File: config.mk
export PLATFORM = sky130hd
export DESIGN_NAME = usb_control_request_responder
export DESIGN_NICKNAME = d
export VERILOG_FILES = /design/src/hw/rtl/ucrr_pkg.sv /design/src/hw/rtl/ucrr_ctrl.sv /design/src/hw/rtl/ucrr_datapath.sv /design/src/hw/rtl/usb_control_request_responder.sv
export SDC_FILE = /design/constraint.sdc
export NUM_CORES = 1
export LEC_CHECK = 0
export BUFFER_PORTS_ARGS = -buffer_cell sky130_fd_sc_hd__buf_2
export CORE_MARGIN = 2
export CORE_UTILIZATION = 30
export DETAILED_ROUTE_END_ITERATION = 7
export MAX_ROUTING_LAYER = met4
export SLEW_MARGIN = 10
export SYNTH_ARGS = -nofsm -noshare
export SYNTH_HDL_FRONTEND = slang
export SYNTH_SLANG_ARGS = --single-unit
File: constraint.sdc
create_clock -name clk -period 6.2 [get_ports clk]
set_input_delay 0.93 -clock clk [delete_from_list [all_inputs] [get_ports clk]]
set_output_delay 0.93 -clock clk [all_outputs]
set_load 0.01 [all_outputs]
File: src/hw/rtl/ucrr_pkg.sv
// Package for the control request responder: codes, state types, descriptor ROM.
// Used by ucrr_ctrl, ucrr_datapath and usb_control_request_responder.
package ucrr_pkg;

	localparam int unsigned Ep0PacketBytes = 8;

	localparam logic [1:0] KIND_DATA = 2'd0;
	localparam logic [1:0] KIND_ZLP = 2'd1;
	localparam logic [1:0] KIND_NODATA = 2'd2;

	localparam logic [1:0] ENUM_DEFAULT = 2'd0;
	localparam logic [1:0] ENUM_ADDRESSED = 2'd1;
	localparam logic [1:0] ENUM_CONFIGURED = 2'd2;

	localparam logic [7:0] REQ_GET_STATUS = 8'd0;
	localparam logic [7:0] REQ_SET_ADDRESS = 8'd5;
	localparam logic [7:0] REQ_GET_DESCRIPTOR = 8'd6;
	localparam logic [7:0] REQ_GET_CONFIGURATION = 8'd8;
	localparam logic [7:0] REQ_SET_CONFIGURATION = 8'd9;
	localparam logic [7:0] REQ_GET_INTERFACE = 8'd10;
	localparam logic [7:0] REQ_SET_INTERFACE = 8'd11;

	localparam logic [7:0] DESC_DEVICE = 8'h01;
	localparam logic [7:0] DESC_CONFIG = 8'h02;
	localparam logic [7:0] DESC_STRING = 8'h03;
	localparam logic [7:0] DESC_REPORT = 8'h22;

	localparam logic [0:0] REG_VENDOR_ID = 1'd0;
	localparam logic [0:0] REG_PRODUCT_ID = 1'd1;

	// Sources of the byte stream.
	typedef enum logic [2:0] {
		SRC_DEVICE,
		SRC_CONFIG,
		SRC_LANG,
		SRC_MAKER,
		SRC_PRODUCT,
		SRC_REPORT,
		SRC_CFGVAL,
		SRC_ZERO
	} src_t;

	typedef enum logic [1:0] {
		ST_IDLE,
		ST_STREAM,
		ST_SINGLE
	} state_t;

	// State update selected by the controller.
	typedef enum logic [1:0] {
		UPD_NONE,
		UPD_BUS_RESET,
		UPD_ADDRESS,
		UPD_CONFIG
	} upd_t;

	typedef struct packed {
		logic load;
		logic step;
		logic out_load;
		logic [1:0] kind;
		src_t src;
		logic [5:0] len;
		upd_t upd;
	} cmd_t;

	typedef struct packed {
		logic final_byte;
	} status_t;

	function automatic logic [7:0] rom_byte(input src_t src, input logic [5:0] k);
		logic [7:0] b;
		b = 8'h00;
		case (src)
			SRC_CONFIG: begin
				case (k)
					6'd0: b = 8'h09; 6'd1: b = 8'h02; 6'd2: b = 8'h29; 6'd3: b = 8'h00;
					6'd4: b = 8'h01; 6'd5: b = 8'h01; 6'd6: b = 8'h00; 6'd7: b = 8'h80;
					6'd8: b = 8'hFA; 6'd9: b = 8'h09; 6'd10: b = 8'h04; 6'd11: b = 8'h00;
					6'd12: b = 8'h00; 6'd13: b = 8'h02; 6'd14: b = 8'h03; 6'd15: b = 8'h00;
					6'd16: b = 8'h00; 6'd17: b = 8'h00; 6'd18: b = 8'h09; 6'd19: b = 8'h21;
					6'd20: b = 8'h00; 6'd21: b = 8'h01; 6'd22: b = 8'h00; 6'd23: b = 8'h01;
					6'd24: b = 8'h22; 6'd25: b = 8'd52; 6'd26: b = 8'h00; 6'd27: b = 8'h07;
					6'd28: b = 8'h05; 6'd29: b = 8'h01; 6'd30: b = 8'h03; 6'd31: b = 8'h08;
					6'd32: b = 8'h00; 6'd33: b = 8'h01; 6'd34: b = 8'h07; 6'd35: b = 8'h05;
					6'd36: b = 8'h82; 6'd37: b = 8'h03; 6'd38: b = 8'h08; 6'd39: b = 8'h00;
					6'd40: b = 8'h01;
					default: b = 8'h00;
				endcase
			end
			SRC_LANG: begin
				case (k)
					6'd0: b = 8'h04; 6'd1: b = 8'h03; 6'd2: b = 8'h09; 6'd3: b = 8'h04;
					default: b = 8'h00;
				endcase
			end
			SRC_MAKER: begin
				case (k)
					6'd0: b = 8'd26; 6'd1: b = 8'h03; 6'd2: b = "M"; 6'd4: b = "a";
					6'd6: b = "n"; 6'd8: b = "u"; 6'd10: b = "f"; 6'd12: b = "a";
					6'd14: b = "c"; 6'd16: b = "t"; 6'd18: b = "u"; 6'd20: b = "r";
					6'd22: b = "e"; 6'd24: b = "r";
					default: b = 8'h00;
				endcase
			end
			SRC_PRODUCT: begin
				case (k)
					6'd0: b = 8'd14; 6'd1: b = 8'h03; 6'd2: b = "D"; 6'd4: b = "e";
					6'd6: b = "v"; 6'd8: b = "i"; 6'd10: b = "c"; 6'd12: b = "e";
					default: b = 8'h00;
				endcase
			end
			SRC_REPORT: begin
				case (k)
					6'd0: b = 8'h06; 6'd1: b = 8'hA0; 6'd2: b = 8'hFF; 6'd3: b = 8'h09;
					6'd4: b = 8'h01; 6'd5: b = 8'hA1; 6'd6: b = 8'h01; 6'd7: b = 8'h09;
					6'd8: b = 8'h02; 6'd9: b = 8'hA1; 6'd10: b = 8'h00; 6'd11: b = 8'h06;
					6'd12: b = 8'hA1; 6'd13: b = 8'hFF; 6'd14: b = 8'h09; 6'd15: b = 8'h03;
					6'd16: b = 8'h09; 6'd17: b = 8'h04; 6'd18: b = 8'h15; 6'd19: b = 8'h80;
					6'd20: b = 8'h25; 6'd21: b = 8'h7F; 6'd22: b = 8'h35; 6'd23: b = 8'h00;
					6'd24: b = 8'h45; 6'd25: b = 8'hFF; 6'd26: b = 8'h75; 6'd27: b = 8'h08;
					6'd28: b = 8'h95; 6'd29: b = 8'h40; 6'd30: b = 8'h81; 6'd31: b = 8'h02;
					6'd32: b = 8'h09; 6'd33: b = 8'h05; 6'd34: b = 8'h09; 6'd35: b = 8'h06;
					6'd36: b = 8'h15; 6'd37: b = 8'h80; 6'd38: b = 8'h25; 6'd39: b = 8'h7F;
					6'd40: b = 8'h35; 6'd41: b = 8'h00; 6'd42: b = 8'h45; 6'd43: b = 8'hFF;
					6'd44: b = 8'h75; 6'd45: b = 8'h08; 6'd46: b = 8'h95; 6'd47: b = 8'h40;
					6'd48: b = 8'h91; 6'd49: b = 8'h02; 6'd50: b = 8'hC0; 6'd51: b = 8'hC0;
					default: b = 8'h00;
				endcase
			end
			default: b = 8'h00;
		endcase
		return b;
	endfunction

endpackage

File: src/hw/rtl/ucrr_ctrl.sv
// Controller of the control request responder: decodes a word and sequences output.
// Depends on ucrr_pkg.
module ucrr_ctrl
	import ucrr_pkg::*;
(
	input logic clk,
	input logic arst_n,
	input logic in_valid,
	output logic in_ready,
	input logic mode,
	input logic [7:0] request_type,
	input logic [7:0] request_code,
	input logic [15:0] request_value,
	input logic [15:0] request_length,
	input logic out_free,
	input status_t status,
	output cmd_t cmd
);

	state_t state_q, state_d;
	logic [5:0] n_len;
	logic is_data;
	logic [1:0] kind;
	src_t src;
	upd_t upd;
	logic [7:0] dtype;
	logic [7:0] didx;

	assign dtype = request_value[15:8];
	assign didx = request_value[7:0];

	always_comb begin
		is_data = 1'b0;
		kind = KIND_NODATA;
		src = SRC_ZERO;
		upd = UPD_NONE;
		n_len = 6'd0;
		if (mode) begin
			upd = UPD_BUS_RESET;
		end else begin
			case (request_code)
				REQ_GET_DESCRIPTOR: begin
					case (dtype)
						DESC_DEVICE: begin
							is_data = 1'b1; src = SRC_DEVICE; n_len = 6'd18;
						end
						DESC_CONFIG: begin
							is_data = 1'b1; src = SRC_CONFIG; n_len = 6'd41;
						end
						DESC_STRING: begin
							if (didx == 8'd0) begin
								is_data = 1'b1; src = SRC_LANG; n_len = 6'd4;
							end else if (didx == 8'd1) begin
								is_data = 1'b1; src = SRC_MAKER; n_len = 6'd26;
							end else if (didx == 8'd2) begin
								is_data = 1'b1; src = SRC_PRODUCT; n_len = 6'd14;
							end
						end
						DESC_REPORT: begin
							is_data = 1'b1; src = SRC_REPORT; n_len = 6'd52;
						end
						default: is_data = 1'b0;
					endcase
				end
				REQ_SET_ADDRESS: begin
					kind = KIND_ZLP; upd = UPD_ADDRESS;
				end
				REQ_GET_CONFIGURATION: begin
					is_data = 1'b1; src = SRC_CFGVAL; n_len = 6'd1;
				end
				REQ_GET_STATUS: begin
					if (request_type[7]) begin
						is_data = 1'b1; n_len = 6'd2;
					end
				end
				REQ_SET_CONFIGURATION: begin
					kind = KIND_ZLP; upd = UPD_CONFIG;
				end
				REQ_GET_INTERFACE: begin
					is_data = 1'b1; n_len = 6'd1;
				end
				REQ_SET_INTERFACE: kind = KIND_ZLP;
				default: kind = KIND_NODATA;
			endcase
		end
		if (is_data) begin
			if (request_length < {10'd0, n_len}) begin
				n_len = request_length[5:0];
			end
			kind = (n_len == 6'd0) ? KIND_ZLP : KIND_DATA;
		end
	end

	always_ff @(posedge clk or negedge arst_n) begin
		if (!arst_n) begin
			state_q <= ST_IDLE;
		end else begin
			state_q <= state_d;
		end
	end

	always_comb begin
		state_d = state_q;
		in_ready = 1'b0;
		cmd = '0;
		cmd.src = src;
		cmd.len = n_len;
		cmd.kind = kind;
		cmd.upd = UPD_NONE;
		case (state_q)
			ST_IDLE: begin
				in_ready = 1'b1;
				if (in_valid) begin
					cmd.load = 1'b1;
					cmd.upd = upd;
					state_d = (kind == KIND_DATA) ? ST_STREAM : ST_SINGLE;
				end
			end
			ST_STREAM: begin
				if (out_free) begin
					cmd.out_load = 1'b1;
					cmd.step = 1'b1;
					cmd.kind = KIND_DATA;
					if (status.final_byte) begin
						state_d = ST_IDLE;
					end
				end
			end
			ST_SINGLE: begin
				if (out_free) begin
					cmd.out_load = 1'b1;
					state_d = ST_IDLE;
				end
			end
			default: state_d = ST_IDLE;
		endcase
	end

endmodule

File: src/hw/rtl/ucrr_datapath.sv
// Datapath of the control request responder: device state, byte counter, output register.
// Depends on ucrr_pkg.
module ucrr_datapath
	import ucrr_pkg::*;
(
	input logic clk,
	input logic arst_n,
	input cmd_t cmd,
	output status_t status,
	input logic [15:0] request_value,
	input logic cfg_we,
	input logic [0:0] cfg_index,
	input logic [15:0] cfg_data,
	output logic out_free,
	output logic out_valid,
	input logic out_ready,
	output logic [1:0] result_kind,
	output logic [7:0] data_byte,
	output logic end_of_packet,
	output logic last,
	output logic [6:0] address_now,
	output logic [1:0] device_state_now,
	output logic [7:0] configuration_now,
	output logic data_endpoints_on
);

	logic [15:0] vendor_q, product_q;
	logic [6:0] addr_q;
	logic [1:0] enum_q;
	logic [7:0] conf_q;
	logic ep_q;
	logic [5:0] cnt_q, len_q;
	src_t src_q;
	logic [1:0] kind_q;
	logic [7:0] byte_d;
	logic [5:0] cnt_inc;

	assign cnt_inc = cnt_q + 6'd1;
	assign status.final_byte = (cnt_inc == len_q);
	assign out_free = !out_valid || out_ready;

	always_comb begin
		case (src_q)
			SRC_DEVICE: begin
				case (cnt_q)
					6'd0: byte_d = 8'h12; 6'd1: byte_d = 8'h01; 6'd2: byte_d = 8'h10;
					6'd3: byte_d = 8'h01; 6'd7: byte_d = 8'(Ep0PacketBytes);
					6'd8: byte_d = vendor_q[7:0]; 6'd9: byte_d = vendor_q[15:8];
					6'd10: byte_d = product_q[7:0]; 6'd11: byte_d = product_q[15:8];
					6'd12: byte_d = 8'h01; 6'd14: byte_d = 8'h01; 6'd15: byte_d = 8'h02;
					6'd17: byte_d = 8'h01;
					default: byte_d = 8'h00;
				endcase
			end
			SRC_CFGVAL: byte_d = conf_q;
			default: byte_d = rom_byte(src_q, cnt_q);
		endcase
	end

	always_ff @(posedge clk or negedge arst_n) begin
		if (!arst_n) begin
			vendor_q <= 16'd39621;
			product_q <= 16'd19343;
			addr_q <= '0;
			enum_q <= ENUM_DEFAULT;
			conf_q <= '0;
			ep_q <= 1'b0;
			out_valid <= 1'b0;
		end else begin
			if (cfg_we && cfg_index == REG_VENDOR_ID) vendor_q <= cfg_data;
			if (cfg_we && cfg_index == REG_PRODUCT_ID) product_q <= cfg_data;
			case (cmd.upd)
				UPD_BUS_RESET: begin
					addr_q <= '0; enum_q <= ENUM_DEFAULT; conf_q <= '0; ep_q <= 1'b0;
				end
				UPD_ADDRESS: begin
					addr_q <= request_value[6:0];
					enum_q <= (request_value[6:0] != 7'd0) ? ENUM_ADDRESSED : ENUM_DEFAULT;
				end
				UPD_CONFIG: begin
					conf_q <= request_value[7:0];
					enum_q <= (request_value[7:0] != 8'd0) ? ENUM_CONFIGURED : ENUM_ADDRESSED;
					ep_q <= (request_value[7:0] != 8'd0);
				end
				default: ;
			endcase
			if (cmd.out_load) begin
				out_valid <= 1'b1;
			end else if (out_ready) begin
				out_valid <= 1'b0;
			end
		end
	end

	always_ff @(posedge clk) begin
		if (cmd.load) begin
			cnt_q <= '0;
			len_q <= cmd.len;
			src_q <= cmd.src;
			kind_q <= cmd.kind;
		end else if (cmd.step) begin
			cnt_q <= cnt_inc;
		end
		if (cmd.out_load) begin
			address_now <= addr_q;
			device_state_now <= enum_q;
			configuration_now <= conf_q;
			data_endpoints_on <= ep_q;
			result_kind <= kind_q;
			if (kind_q == KIND_DATA) begin
				data_byte <= byte_d;
				last <= status.final_byte;
				end_of_packet <= status.final_byte ||
					((cnt_inc & 6'(Ep0PacketBytes - 1)) == 6'd0);
			end else begin
				data_byte <= 8'h00;
				last <= 1'b1;
				end_of_packet <= (kind_q == KIND_ZLP);
			end
		end
	end

	assert property (@(posedge clk) disable iff (!arst_n) cmd.step |-> cnt_q < len_q)
		else $error("byte counter ran past length");
	assert property (@(posedge clk) disable iff (!arst_n) cmd.out_load |-> out_free)
		else $error("output overwritten");
	assert property (@(posedge clk) disable iff (!arst_n) out_valid && !out_ready |=>
		out_valid && $stable({result_kind, data_byte, end_of_packet, last}))
		else $error("output word changed while waiting");

endmodule

File: src/hw/rtl/usb_control_request_responder.sv
// Top level of the USB control request responder; joins controller and datapath.
// Depends on ucrr_pkg, ucrr_ctrl and ucrr_datapath.
// A word is decoded and loaded while the controller is idle; its result words then follow,
// one per cycle while the output is taken. The HID report descriptor gives the longest
// run, 52 result words; the descriptor byte counter in the datapath steps through it.
module usb_control_request_responder
	import ucrr_pkg::*;
(
	input logic clk,
	input logic arst_n,
	input logic cfg_we,
	input logic [0:0] cfg_index,
	input logic [15:0] cfg_data,
	input logic in_valid,
	output logic in_ready,
	input logic mode,
	input logic [7:0] request_type,
	input logic [7:0] request_code,
	input logic [15:0] request_value,
	input logic [15:0] request_length,
	output logic out_valid,
	input logic out_ready,
	output logic [1:0] result_kind,
	output logic [7:0] data_byte,
	output logic end_of_packet,
	output logic last,
	output logic [6:0] address_now,
	output logic [1:0] device_state_now,
	output logic [7:0] configuration_now,
	output logic data_endpoints_on
);

	cmd_t cmd;
	status_t status;
	logic out_free;

	ucrr_ctrl u_ctrl (
		.clk, .arst_n, .in_valid, .in_ready, .mode, .request_type, .request_code,
		.request_value, .request_length, .out_free, .status, .cmd
	);

	ucrr_datapath u_dp (
		.clk, .arst_n, .cmd, .status, .request_value, .cfg_we, .cfg_index, .cfg_data,
		.out_free, .out_valid, .out_ready, .result_kind, .data_byte, .end_of_packet,
		.last, .address_now, .device_state_now, .configuration_now, .data_endpoints_on
	);

endmodule

==> impl_results.html, run 1 <==
<table>
<tr><th>Metric</th><th>Value</th></tr>
<tr><th colspan="2">Run status</th></tr>
<tr><td>Run status</td><td>finished, final reports clean</td></tr>
<tr><th colspan="2">Place</th></tr>
<tr><td>Number of buffers added on ports</td><td>95</td></tr>
<tr><td>Routability congestion estimate</td><td>between 0.9 and 1</td></tr>
<tr><td>HPWL after DPL</td><td>14900 µm</td></tr>
<tr><td>Placed insts</td><td>around 1100</td></tr>
<tr><th colspan="2">Run</th></tr>
<tr><td>Number of max-cap violations</td><td>0</td></tr>
<tr><th colspan="2">Worst setup path</th></tr>
<tr><td>Reg2Reg Launch Point</td><td>u_ctrl.state_q[0]</td></tr>
<tr><td>CP Class</td><td>flop to flop</td></tr>
<tr><td>Reg-to-reg setup timing slack</td><td>2.22 ns</td></tr>
<tr><td>Number of cells on the worst reg-to-reg path</td><td>11</td></tr>
<tr><td>Kind of end point of the critical path</td><td>flop</td></tr>
<tr><td>Crit start category</td><td>flop</td></tr>
<tr><td>WP data required</td><td>6.52 ns</td></tr>
<tr><td>CP arrival</td><td>4.30 ns</td></tr>
<tr><td>CP max FO</td><td>26</td></tr>
<tr><th colspan="2">Synth</th></tr>
<tr><td>Synthesized net count</td><td>847</td></tr>
<tr><td>Cell area after technology mapping</td><td>about 7200 µm²</td></tr>
<tr><td>Number of synthesized flops with an enable pin</td><td>just over 40</td></tr>
<tr><td>Top flip-flop cell by instance count after synthesis</td><td>sky130_fd_sc_hd__edfxtp_1</td></tr>
<tr><td>Share of the yosys chip area belonging to registers</td><td>45.7%</td></tr>
<tr><td>Average cell area after synthesis</td><td>roughly 9.6 µm²</td></tr>
<tr><td>Unique masters post-synth</td><td>78</td></tr>
<tr><td>Async set-or-reset flop fraction in the synthesized netlist</td><td>between 40% and 50%</td></tr>
<tr><td>Yosys warning count</td><td>0</td></tr>
<tr><td>Number of flip-flops and latches in the synthesized netlist</td><td>130</td></tr>
<tr><td>Cell count after synthesis</td><td>754</td></tr>
<tr><th colspan="2">Clock network</th></tr>
<tr><td>Root buffer selected by CTS</td><td>sky130_fd_sc_hd__clkbuf_16</td></tr>
<tr><td>Clock latency on the worst-skew pair</td><td>0.41 ns</td></tr>
<tr><td>Max Root-Sink Buffers</td><td>2</td></tr>
<tr><td>Clock buffers created by TritonCTS</td><td>17</td></tr>
<tr><td>Number of setup buffers added after CTS</td><td>0</td></tr>
<tr><td>Number of buffers inserted by hold repair at cts</td><td>0</td></tr>
<tr><td>Clock-pin slew on the worst setup and hold paths</td><td>~0.060 ns</td></tr>
<tr><td># H-tree levels</td><td>4</td></tr>
<tr><td>CTS sink cnt</td><td>130</td></tr>
<tr><td>Clock tree from TritonCTS</td><td>built</td></tr>
<tr><td>Gates resized, CTS repair</td><td>0</td></tr>
<tr><th colspan="2">STA</th></tr>
<tr><td>Final clock skew</td><td>roughly 0.012 ns</td></tr>
<tr><td>Highest achievable clock rate</td><td>251 MHz</td></tr>
<tr><td>Endpoints failing setup</td><td>0</td></tr>
<tr><td>Min Tclk post-route</td><td>about 4 ns</td></tr>
<tr><td>Hold violation count in the final report</td><td>0</td></tr>
<tr><td>Fin. max-slew vios</td><td>0</td></tr>
<tr><td>Total negative slack</td><td>0 ns</td></tr>
<tr><td>Relative slew margins</td><td>35.0%</td></tr>
<tr><td>Tightest hold margin</td><td>0.446 ns</td></tr>
<tr><td>Slew at the pin closest to its max-slew limit</td><td>0.970 ns</td></tr>
<tr><td>Ratio of final minimum period to clock period</td><td>64.2%</td></tr>
<tr><td>Setup repair after global routing missed its margin</td><td>no</td></tr>
<tr><th colspan="2">Route</th></tr>
<tr><td>Remaining DRCs</td><td>0</td></tr>
<tr><td>DR vias</td><td>6155</td></tr>
<tr><td>Initial DRC count</td><td>between 500 and 600</td></tr>
<tr><td>Routed length per instance</td><td>approximately 18 µm</td></tr>
<tr><td>Number of optimization iterations in the first detailed-route pass</td><td>6</td></tr>
<tr><td>Via-to-Cell Ratio</td><td>about 5.3</td></tr>
<tr><td>Antenna-violating nets left</td><td>0</td></tr>
<tr><td>Final wirelength</td><td>20800 µm</td></tr>
<tr><th colspan="2">Floorplan</th></tr>
<tr><td>Core Footprint</td><td>23500 µm²</td></tr>
<tr><td>Initial cell density of the core</td><td>30.7%</td></tr>
<tr><td>Number of top-level pins</td><td>slightly above 100</td></tr>
<tr><td>Chip Width</td><td>159 µm</td></tr>
<tr><td>Die area</td><td>25300 µm²</td></tr>
<tr><td>Height of the die</td><td>159 µm</td></tr>
<tr><td>Num rows</td><td>between 50 and 60</td></tr>
<tr><th colspan="2">Finish</th></tr>
<tr><td>Count of nets after finishing</td><td>around 900</td></tr>
<tr><td>Layout area overhead</td><td>17.9%</td></tr>
<tr><td>Most common library cell in the layout ignoring fill and taps</td><td>sky130_fd_sc_hd__buf_2</td></tr>
<tr><td>Fraction of layout instances using a drive strength above 1</td><td>24.5%</td></tr>
<tr><td>Core occupancy in the finished layout</td><td>about 36%</td></tr>
<tr><td>Total inserted antenna cells</td><td>0</td></tr>
<tr><td>Most used cells in the layout excluding fill and tap cells</td><td>sky130_fd_sc_hd__buf_2 (95), sky130_fd_sc_hd__nand2_1 (80), sky130_fd_sc_hd__nor2_1 (55), sky130_fd_sc_hd__a21oi_1 (55), sky130_fd_sc_hd__edfxtp_1 (41)</td></tr>
<tr><td>Fin cells</td><td>1159</td></tr>
<tr><td>Fill count</td><td>between 2000 and 2500</td></tr>
<tr><th colspan="2">Global route</th></tr>
<tr><td>Overall fraction of global-route tracks in use</td><td>16.9%</td></tr>
<tr><td>Pin count of the biggest net entering global routing</td><td>54</td></tr>
<tr><td>Number of antenna violations at the first check in global routing</td><td>0</td></tr>
<tr><td>Via count of the first global-routing pass</td><td>5971</td></tr>
<tr><td>Wire length of the first global-routing pass</td><td>33100 µm</td></tr>
<tr><td>GR Overflow Total</td><td>0</td></tr>
<tr><th colspan="2">Min path</th></tr>
<tr><td>Classification of the worst-slack hold path</td><td>flop to flop</td></tr>
<tr><td>Terminating pin of the worst hold path</td><td>u_dp.address_now[2]</td></tr>
<tr><td>Hold Startpoint</td><td>u_dp.addr_q[2]</td></tr>
<tr><td>Number of cells traversed by the worst hold path</td><td>0</td></tr>
<tr><th colspan="2">Pwr</th></tr>
<tr><td>Cell Pwr Density</td><td>266 nW/µm²</td></tr>
<tr><td>Overall power of the completed layout</td><td>~2300 µW</td></tr>
<tr><td>Worst-case vdd ir drop</td><td>184 µV</td></tr>
<tr><td>Total leakage power</td><td>0.00326 µW</td></tr>
</table>
## per-layer routing
layer  global-route usage, %  wire length, µm
met1                    23.1             9580
met2                    25.0             9300
met3                    3.86             1550
met4                    5.33              347
met5                       -                0
## metrics by stage
step           worst slack, ns  cell area [µm²]
2_1_floorplan             2.37             7230
3_3_place_gp              1.84             7960
3_5_place_dp              1.83             7960
4_1_cts                   2.26             8520
5_1_grt                   1.99             8520
6_report                  2.22             8520
## cell usage after synthesis, drive strengths merged, types with 6 or more instances
cell / n / area (µm²)
a21o: 14 / 105
nor2: 57 / 216
edfxtp: 41 / 1230
nand2: 80 / 300
o21ai: 40 / 200
xor2: 7 / 61.3
dfstp: 17 / 447
or4: 7 / 56.3
and2: 11 / 68.8
or2: 11 / 68.8
mux2i: 8 / 87.6
a22o: 19 / 166
ha: 22 / 275
xnor2: 12 / 105
nor3: 18 / 111
buf: 17 / 82.6
inv: 21 / 78.8
nand3: 14 / 70.1
clkbuf: 32 / 120
a31oi: 11 / 68.8
nor2b: 21 / 131
a21oi: 55 / 275
o22ai: 6 / 37.5
a22oi: 14 / 105
mux2: 34 / 383
nand4: 7 / 43.8
dfxtp: 36 / 721
dfrtp: 36 / 901
nand2b: 6 / 37.5
## worst max-delay path by stage
stage                                 start             to  cells after the start
after floorplan            request_value[5]  u_dp.len_q[0]                     13
after global placement     request_value[5]  u_dp.len_q[0]                     13
after detailed placement  request_value[11]  u_dp.len_q[0]                     13
after CTS                 u_ctrl.state_q[0]           flop                     11
after global routing      u_ctrl.state_q[0]           flop                     11
final                     u_ctrl.state_q[0]           flop                     11
## worst max-delay path, stage by stage, from the launching register on
cell                       delay [ns]
sky130_fd_sc_hd__dfrtp_1         0.37
sky130_fd_sc_hd__inv_1           0.07
sky130_fd_sc_hd__ha_1            0.23
sky130_fd_sc_hd__nand2_1         0.27
sky130_fd_sc_hd__inv_1           0.49
sky130_fd_sc_hd__o31ai_2         0.96
sky130_fd_sc_hd__inv_1           0.15
sky130_fd_sc_hd__ha_1            0.56
sky130_fd_sc_hd__inv_1           0.16
sky130_fd_sc_hd__a222oi_1        0.41
sky130_fd_sc_hd__nand2_1         0.09
sky130_fd_sc_hd__o21ai_0         0.11
## power by group
part           leakage, µW  internal [µW]  switching (µW)  total, µW
clock network     0.000272            554             393        947
logic              0.00168            106             176        282
registers          0.00131            999            39.7       1040
## final cells by class
class | count | area (µm²) | share of cell area, %
Timing Repair Buffer | 103 | 536 | 6.29
Multi-Input combinational cell | 552 | 3640 | 42.7
Tap cell | 319 | 399 | 4.69
Clock buffer | 17 | 425 | 4.99
Clock inverter | 15 | 131 | 1.54
Inverter | 23 | 86.3 | 1.01
Sequential cell | 130 | 3300 | 38.7
## logic make-up after synthesis
| kind of cell | count (synthesis) | share of synthesized area (%) |
|---|---|---|
| DFF | 130 | 45.7 |
| adders and majority gates | 22 | 3.81 |
| AOI/OAI and AO/OA | 214 | 20.0 |
| muxes | 42 | 6.51 |
| xor gates and xnor gates | 19 | 2.30 |
| and+or+nand+nor | 255 | 17.7 |
| buffers and inverters | 72 | 4.00 |
Note: power is estimated with default switching activity, not from simulation.
==> run 2: changes to the inputs <==
==> constraint.sdc (replaced) <==
create_clock -name clk -period 3.4 [get_ports clk]
set_input_delay 0.51 -clock clk [delete_from_list [all_inputs] [get_ports clk]]
set_output_delay 0.51 -clock clk [all_outputs]
set_load 0.01 [all_outputs]
==> impl_results.html, run 2 (synthesized netlist as in run 1, its figures left out) <==
<table>
<tr><th>Metric</th><th>Value</th></tr>
<tr><th colspan="2">Run status</th></tr>
<tr><td>Run status</td><td>finished, final reports clean</td></tr>
<tr><th colspan="2">Pwr</th></tr>
<tr><td>Total leakage power</td><td>about 0.0035 µW</td></tr>
<tr><td>Cell Pwr Density</td><td>478 nW/µm²</td></tr>
<tr><td>Worst-case vdd ir drop</td><td>422 µV</td></tr>
<tr><th colspan="2">Route</th></tr>
<tr><td>Routed length per instance</td><td>17.9 µm</td></tr>
<tr><td>Antenna-violating nets left</td><td>0</td></tr>
<tr><td>Initial DRC count</td><td>570</td></tr>
<tr><td>DR vias</td><td>between 6000 and 7000</td></tr>
<tr><td>Final wirelength</td><td>about 21000 µm</td></tr>
<tr><td>Via-to-Cell Ratio</td><td>~5.2</td></tr>
<tr><td>Number of optimization iterations in the first detailed-route pass</td><td>6</td></tr>
<tr><td>Remaining DRCs</td><td>0</td></tr>
<tr><th colspan="2">Worst setup path</th></tr>
<tr><td>Crit start category</td><td>primary input</td></tr>
<tr><td>Worst Setup SP</td><td>request_value[5]</td></tr>
<tr><td>WP data required</td><td>3.67 ns</td></tr>
<tr><td>Reg2Reg Launch Point</td><td>u_dp.cnt_q[1]</td></tr>
<tr><td>Worst R2R End</td><td>u_dp.data_byte[3]</td></tr>
<tr><td>Number of cells on the worst reg-to-reg path</td><td>9</td></tr>
<tr><td>CP Class</td><td>primary input to flop</td></tr>
<tr><td>Reg-to-reg setup timing slack</td><td>0.49 ns</td></tr>
<tr><td>CP arrival</td><td>between 3 and 4 ns</td></tr>
<tr><td>Kind of end point of the critical path</td><td>flop</td></tr>
<tr><td>CP max FO</td><td>12</td></tr>
<tr><th colspan="2">STA</th></tr>
<tr><td>Final clock skew</td><td>0.00829 ns</td></tr>
<tr><td>Endpoints failing setup</td><td>0</td></tr>
<tr><td>Relative slew margins</td><td>50.4%</td></tr>
<tr><td>Ratio of final minimum period to clock period</td><td>93.8%</td></tr>
<tr><td>Setup repair after global routing missed its margin</td><td>no</td></tr>
<tr><td>Hold violation count in the final report</td><td>0</td></tr>
<tr><td>Fin. max-slew vios</td><td>0</td></tr>
<tr><td>Slew at the pin closest to its max-slew limit</td><td>0.742 ns</td></tr>
<tr><td>Tightest hold margin</td><td>0.0445 ns</td></tr>
<tr><td>Total negative slack</td><td>0 ns</td></tr>
<tr><td>Highest achievable clock rate</td><td>about 310 MHz</td></tr>
<tr><td>Min Tclk post-route</td><td>3.19 ns</td></tr>
<tr><th colspan="2">Clock network</th></tr>
<tr><td>Clock-pin slew on the worst setup and hold paths</td><td>0.06 ns</td></tr>
<tr><td>Clock tree from TritonCTS</td><td>built</td></tr>
<tr><td># H-tree levels</td><td>4</td></tr>
<tr><td>CTS sink cnt</td><td>130</td></tr>
<tr><td>Gates resized, CTS repair</td><td>0</td></tr>
<tr><td>Root buffer selected by CTS</td><td>sky130_fd_sc_hd__clkbuf_16</td></tr>
<tr><td>Clock buffers created by TritonCTS</td><td>17</td></tr>
<tr><td>Clock latency on the worst-skew pair</td><td>0.42 ns</td></tr>
<tr><td>Number of setup buffers added after CTS</td><td>0</td></tr>
<tr><td>Max Root-Sink Buffers</td><td>2</td></tr>
<tr><td>Number of buffers inserted by hold repair at cts</td><td>0</td></tr>
<tr><th colspan="2">Place</th></tr>
<tr><td>Number of buffers added on ports</td><td>95</td></tr>
<tr><td>Routability congestion estimate</td><td>0.933</td></tr>
<tr><td>HPWL after DPL</td><td>15900 µm</td></tr>
<tr><th colspan="2">Floorplan</th></tr>
<tr><td>Chip Width</td><td>roughly 160 µm</td></tr>
<tr><td>Core Footprint</td><td>23500 µm²</td></tr>
<tr><td>Number of top-level pins</td><td>103</td></tr>
<tr><td>Num rows</td><td>56</td></tr>
<tr><td>Die area</td><td>25300 µm²</td></tr>
<tr><td>Height of the die</td><td>159 µm</td></tr>
<tr><td>Initial cell density of the core</td><td>30.7%</td></tr>
<tr><th colspan="2">Finish</th></tr>
<tr><td>Most common library cell in the layout ignoring fill and taps</td><td>sky130_fd_sc_hd__buf_2</td></tr>
<tr><td>Count of nets after finishing</td><td>960</td></tr>
<tr><td>Total inserted antenna cells</td><td>0</td></tr>
<tr><td>Layout area overhead</td><td>22.5%</td></tr>
<tr><td>Most used cells in the layout excluding fill and tap cells</td><td>sky130_fd_sc_hd__buf_2 (95), sky130_fd_sc_hd__nand2_1 (80), sky130_fd_sc_hd__nor2_1 (55), sky130_fd_sc_hd__a21oi_1 (55), sky130_fd_sc_hd__buf_4 (47)</td></tr>
<tr><td>Fill count</td><td>2438</td></tr>
<tr><td>Fraction of layout instances using a drive strength above 1</td><td>28.1%</td></tr>
<tr><th colspan="2">Global route</th></tr>
<tr><td>Via count of the first global-routing pass</td><td>6120</td></tr>
<tr><td>GR Overflow Total</td><td>0</td></tr>
<tr><td>Pin count of the biggest net entering global routing</td><td>38</td></tr>
<tr><td>Number of antenna violations at the first check in global routing</td><td>0</td></tr>
<tr><td>Overall fraction of global-route tracks in use</td><td>17.6%</td></tr>
<tr><td>Wire length of the first global-routing pass</td><td>between 30000 and 40000 µm</td></tr>
<tr><th colspan="2">Run</th></tr>
<tr><td>Number of max-cap violations</td><td>0</td></tr>
<tr><th colspan="2">Min path</th></tr>
<tr><td>Classification of the worst-slack hold path</td><td>primary input to async pin</td></tr>
</table>
==> run 2: changes by cell type in the layout (fill, tap and decap cells not counted), sizes merged <==
cell | previous run | this run
buf | 103 | 143
clkbuf | 17 | 19
clkinv | 9 | 5
clkinvlp | 2 | 4
==> run 2: worst max-delay path, stage by stage <==
cell	delay, ns
sky130_fd_sc_hd__buf_2	0.10
sky130_fd_sc_hd__or4_1	0.57
sky130_fd_sc_hd__or3_4	0.38
sky130_fd_sc_hd__nor3_1	0.22
sky130_fd_sc_hd__a31oi_1	0.06
sky130_fd_sc_hd__or2_1	0.24
sky130_fd_sc_hd__ha_1	0.31
sky130_fd_sc_hd__o211ai_1	0.08
sky130_fd_sc_hd__a31oi_1	0.16
sky130_fd_sc_hd__a211o_1	0.14
sky130_fd_sc_hd__a41oi_2	0.08
sky130_fd_sc_hd__buf_4	0.19
sky130_fd_sc_hd__or2_2	0.27
sky130_fd_sc_hd__a21oi_1	0.15
==> run 2: per-layer routing <==
layer / track usage, % / part of all wire [%] / routed length (µm) / vias to the layer above
met4: 5.21 / 1.9 / 403 / 0
li1: - / - / - / 2999
met2: 26.7 / 46 / 9790 / 241
met5: - / 0 / 0 / -
met1: 23.8 / 46 / 9950 / 3014
met3: 3.62 / 5.9 / 1270 / 27
==> run 2: power by group <==
| part | switching (µW) | total [µW] | leakage, µW | internal [µW] |
|---|---|---|---|---|
| registers | 74.6 | 1900 | 0.00131 | 1820 |
| clock network | 736 | 1790 | 0.000272 | 1060 |
| logic | 331 | 542 | 0.00189 | 211 |
| total | 1140 | 4230 | 0.00347 | 3090 |
==> run 2: area by class of cell <==
class	instances	area (µm²)	area share (%)
Tap cell	319	399	4.51
Sequential cell	130	3300	37.3
Clock buffer	19	454	5.13
Clock inverter	13	123	1.38
Timing Repair Buffer	143	848	9.58
Inverter	23	86.3	0.975
Multi-Input combinational cell	552	3650	41.2
==> run 2: metrics by stage <==
stage	instance area (µm²)	setup slack (ns)	utilization (%)	std cells	power, µW
3_3_place_gp	8270	-0.181	35.1	1167	2460
2_1_floorplan	7230	0.0546	-	754	2200
6_report	8860	0.209	37.6	1199	4230
5_1_grt	8860	0.0292	37.6	1199	4400
3_5_place_dp	8270	-0.246	35.1	1167	2470
4_1_cts	8850	0.185	37.6	1199	4260
==> run 2: worst max path at each step <==
stage | endpoint | slack [ns]
floorplan | u_dp.len_q[0] | 0.05
global placement | u_dp.len_q[5] | -0.18
detailed placement | u_dp.len_q[0] | -0.25
CTS | u_dp.len_q[5] | 0.19
global route | u_dp.len_q[0] | 0.03
finish | u_dp.len_q[1] | 0.21
==> run 3: changes to the inputs <==
--- a/config.mk
+++ b/config.mk
@@ -6,10 +6,13 @@
 export NUM_CORES = 1
 export LEC_CHECK = 0
 export BUFFER_PORTS_ARGS = -buffer_cell sky130_fd_sc_hd__buf_2
+export CELL_PAD_IN_SITES_DETAIL_PLACEMENT = 1
+export CELL_PAD_IN_SITES_GLOBAL_PLACEMENT = 1
 export CORE_MARGIN = 2
 export CORE_UTILIZATION = 30
 export DETAILED_ROUTE_END_ITERATION = 7
 export MAX_ROUTING_LAYER = met4
+export PLACE_DENSITY_LB_ADDON = 0.1
 export SLEW_MARGIN = 10
 export SYNTH_ARGS = -nofsm -noshare
 export SYNTH_HDL_FRONTEND = slang
==> impl_results.html, run 3 (synthesized netlist as in run 1, its figures left out) <==
<table>
<tr><th>Metric</th><th>Value</th></tr>
<tr><th colspan="2">Run status</th></tr>
<tr><td>Run status</td><td>finished, final reports clean</td></tr>
<tr><th colspan="2">Clock network</th></tr>
<tr><td>Clock buffers created by TritonCTS</td><td>17</td></tr>
<tr><td>CTS sink cnt</td><td>130</td></tr>
<tr><td>Clock latency on the worst-skew pair</td><td>0.42 ns</td></tr>
<tr><td>Root buffer selected by CTS</td><td>sky130_fd_sc_hd__clkbuf_16</td></tr>
<tr><td>Number of setup buffers added after CTS</td><td>0</td></tr>
<tr><td>Max Root-Sink Buffers</td><td>2</td></tr>
<tr><td># H-tree levels</td><td>4</td></tr>
<tr><td>Clock-pin slew on the worst setup and hold paths</td><td>~0.060 ns</td></tr>
<tr><td>Clock tree from TritonCTS</td><td>built</td></tr>
<tr><th colspan="2">Pwr</th></tr>
<tr><td>Total leakage power</td><td>0.00352 µW</td></tr>
<tr><td>Switching share of power</td><td>27.6%</td></tr>
<tr><td>Portion of total power attributed to the clock network</td><td>42.6%</td></tr>
<tr><td>Cell Pwr Density</td><td>between 400 and 500 nW/µm²</td></tr>
<tr><td>Overall power of the completed layout</td><td>4250 µW</td></tr>
<tr><td>Net switching power figure</td><td>1170 µW</td></tr>
<tr><td>Worst-case vdd ir drop</td><td>227 µV</td></tr>
<tr><td>Int Pwr</td><td>roughly 3100 µW</td></tr>
<tr><td>Flop pwr share</td><td>around 45%</td></tr>
<tr><td>Portion of total power attributed to combinational logic</td><td>12.8%</td></tr>
<tr><th colspan="2">Worst setup path</th></tr>
<tr><td>Gate family responsible for the most delay along the worst path</td><td>simple AND/OR/NAND/NOR gates</td></tr>
<tr><td>Kind of end point of the critical path</td><td>flop</td></tr>
<tr><td>Slowest-stage cell, CP</td><td>sky130_fd_sc_hd__or4_1</td></tr>
<tr><td>WP data required</td><td>3.67 ns</td></tr>
<tr><td>Largest stage delay on the critical path</td><td>0.54 ns</td></tr>
<tr><td>Crit start category</td><td>primary input</td></tr>
<tr><td>Most used cell along the critical path</td><td>sky130_fd_sc_hd__a31oi_1</td></tr>
<tr><td>CP max FO</td><td>12</td></tr>
<tr><td>Ordered list of cells on the worst path</td><td>buf_2, or4_1, or3_1, nor3_1, a31oi_1, or2_1, ha_1, o211ai_1, a31oi_1, a211o_1, a41oi_2, buf_4, or2_2, a21oi_1</td></tr>
<tr><td>CP Class</td><td>primary input to flop</td></tr>
<tr><td>Bufs and invs on worst path</td><td>2</td></tr>
<tr><td>CP arrival</td><td>3.50 ns</td></tr>
<tr><th colspan="2">Route</th></tr>
<tr><td>Routed length per instance</td><td>20.2 µm</td></tr>
<tr><td>Final wirelength</td><td>24400 µm</td></tr>
<tr><td>DR vias</td><td>roughly 6300</td></tr>
<tr><td>Initial DRC count</td><td>245</td></tr>
<tr><td>Number of optimization iterations in the first detailed-route pass</td><td>5</td></tr>
<tr><td>Via-to-Cell Ratio</td><td>5.23</td></tr>
<tr><td>Remaining DRCs</td><td>0</td></tr>
<tr><td>Antenna-violating nets left</td><td>0</td></tr>
<tr><th colspan="2">Place</th></tr>
<tr><td>Number of buffers added on ports</td><td>95</td></tr>
<tr><td>Routability congestion estimate</td><td>0.936</td></tr>
<tr><td>HPWL after DPL</td><td>19000 µm</td></tr>
<tr><td>Placed instance area</td><td>between 8000 and 9000 µm²</td></tr>
<tr><td>Worst setup timing slack at the placement stage</td><td>-0.258 ns</td></tr>
<tr><th colspan="2">Global route</th></tr>
<tr><td>Wire length of the first global-routing pass</td><td>slightly below 40000 µm</td></tr>
<tr><td>Via count of the first global-routing pass</td><td>6793</td></tr>
<tr><td>Overall fraction of global-route tracks in use</td><td>approximately a fifth</td></tr>
<tr><td>Pin count of the biggest net entering global routing</td><td>33</td></tr>
<tr><td>Number of antenna violations at the first check in global routing</td><td>0</td></tr>
<tr><td>GR Overflow Total</td><td>0</td></tr>
<tr><th colspan="2">Floorplan</th></tr>
<tr><td>Initial cell density of the core</td><td>30.7%</td></tr>
<tr><td>Num rows</td><td>56</td></tr>
<tr><td>Height of the die</td><td>159 µm</td></tr>
<tr><td>Core Footprint</td><td>23500 µm²</td></tr>
<tr><td>Die area</td><td>25300 µm²</td></tr>
<tr><td>Number of top-level pins</td><td>103</td></tr>
<tr><td>Chip Width</td><td>around 160 µm</td></tr>
<tr><th colspan="2">STA</th></tr>
<tr><td>Endpoints failing setup</td><td>0</td></tr>
<tr><td>Relative slew margins</td><td>between 40 and 50%</td></tr>
<tr><td>Ratio of final minimum period to clock period</td><td>95.2%</td></tr>
<tr><td>Highest achievable clock rate</td><td>309 MHz</td></tr>
<tr><td>Fin. max-slew vios</td><td>0</td></tr>
<tr><td>PnR worst setup slack</td><td>0.164 ns</td></tr>
<tr><td>Slew at the pin closest to its max-slew limit</td><td>about 0.79 ns</td></tr>
<tr><td>Final clock skew</td><td>0.0125 ns</td></tr>
<tr><td>Hold violation count in the final report</td><td>0</td></tr>
<tr><td>Setup repair after global routing missed its margin</td><td>no</td></tr>
<tr><td>Min Tclk post-route</td><td>3.24 ns</td></tr>
<tr><th colspan="2">Finish</th></tr>
<tr><td>Most common library cell in the layout ignoring fill and taps</td><td>sky130_fd_sc_hd__buf_2</td></tr>
<tr><td>Final instance area</td><td>8930 µm²</td></tr>
<tr><td>Total inserted antenna cells</td><td>0</td></tr>
<tr><td>Layout area overhead</td><td>23.5%</td></tr>
<tr><td>Count of nets after finishing</td><td>between 900 and 1000</td></tr>
<tr><td>Fraction of layout instances using a drive strength above 1</td><td>between 20% and 30%</td></tr>
<tr><td>Most used cells in the layout excluding fill and tap cells</td><td>sky130_fd_sc_hd__buf_2 (95), sky130_fd_sc_hd__nand2_1 (80), sky130_fd_sc_hd__buf_4 (58)</td></tr>
<tr><th colspan="2">Min path</th></tr>
<tr><td>Classification of the worst-slack hold path</td><td>primary input to async pin</td></tr>
<tr><th colspan="2">Run</th></tr>
<tr><td>Number of max-cap violations</td><td>0</td></tr>
</table>
[run 3: per-stage QoR]
stage | util (%) | hold WS, ns | setup TNS [ns] | std cells
after floorplan | - | 0.214 | 0 | 754
after global placement | 35.4 | 0.437 | -1.93 | 1177
after detailed placement | 35.4 | 0.436 | -1.93 | 1177
after CTS | 37.9 | 0.159 | 0 | 1209
after global routing | 37.9 | 0.185 | 0 | 1209
final | 37.9 | 0.148 | 0 | 1209
[run 3: layer usage]
| metal | up-vias | part of all wire, % | global-route usage, % | wire (µm) |
|---|---|---|---|---|
| li1 | 3015 | - | - | - |
| met1 | 3162 | 46 | 25.5 | 11400 |
| met2 | 117 | 49 | 33.0 | 11900 |
| met3 | 27 | 2.8 | 3.26 | 683 |
| met4 | 0 | 2.1 | 6.36 | 511 |
| met5 | - | 0 | - | 0 |
[run 3: area by class of cell]
cell class                      instances  area (µm²)
Tap cell                              319         399
Multi-Input combinational cell        552        3640
Clock inverter                         15         165
Sequential cell                       130        3300
Inverter                               23        86.3
Fill cell                            2743       14600
Clock buffer                           17         425
Timing Repair Buffer                  153         911
[run 3: path summary, 6_finish.rpt]
check | start | to | slack [ns] | depth (start not counted)
min in group clk | cfg_data[10] | u_dp.vendor_q[10] | 0.34 | 2
max in group asynchronous | arst_n | u_dp.product_q[3] | 2.50 | 2
setup / recovery | request_value[5] | u_dp.len_q[5] | 0.16 | 14
hold / removal | arst_n | u_dp.product_q[6] | 0.15 | 1
setup reg to reg | u_ctrl.state_q[1] | flop | 0.34 | 10
hold reg to reg | u_dp.addr_q[3] | u_dp.address_now[3] | 0.45 | 0
[run 3: power groups by stage]
stage	combinational, µW	sequential [µW]	clock, µW
final	546	1890	1810
after global routing	605	1910	1920
after CTS	559	1900	1860
after detailed placement	556	1930	0
after global placement	539	1920	0
after floorplan	252	1950	0
[run 3: what timing repair did]
action,in CTS,in global routing
endpoints found under the hold margin,0,0
hold buffers,0,0
endpoints found under the setup margin,0,7
resized for setup,0,1
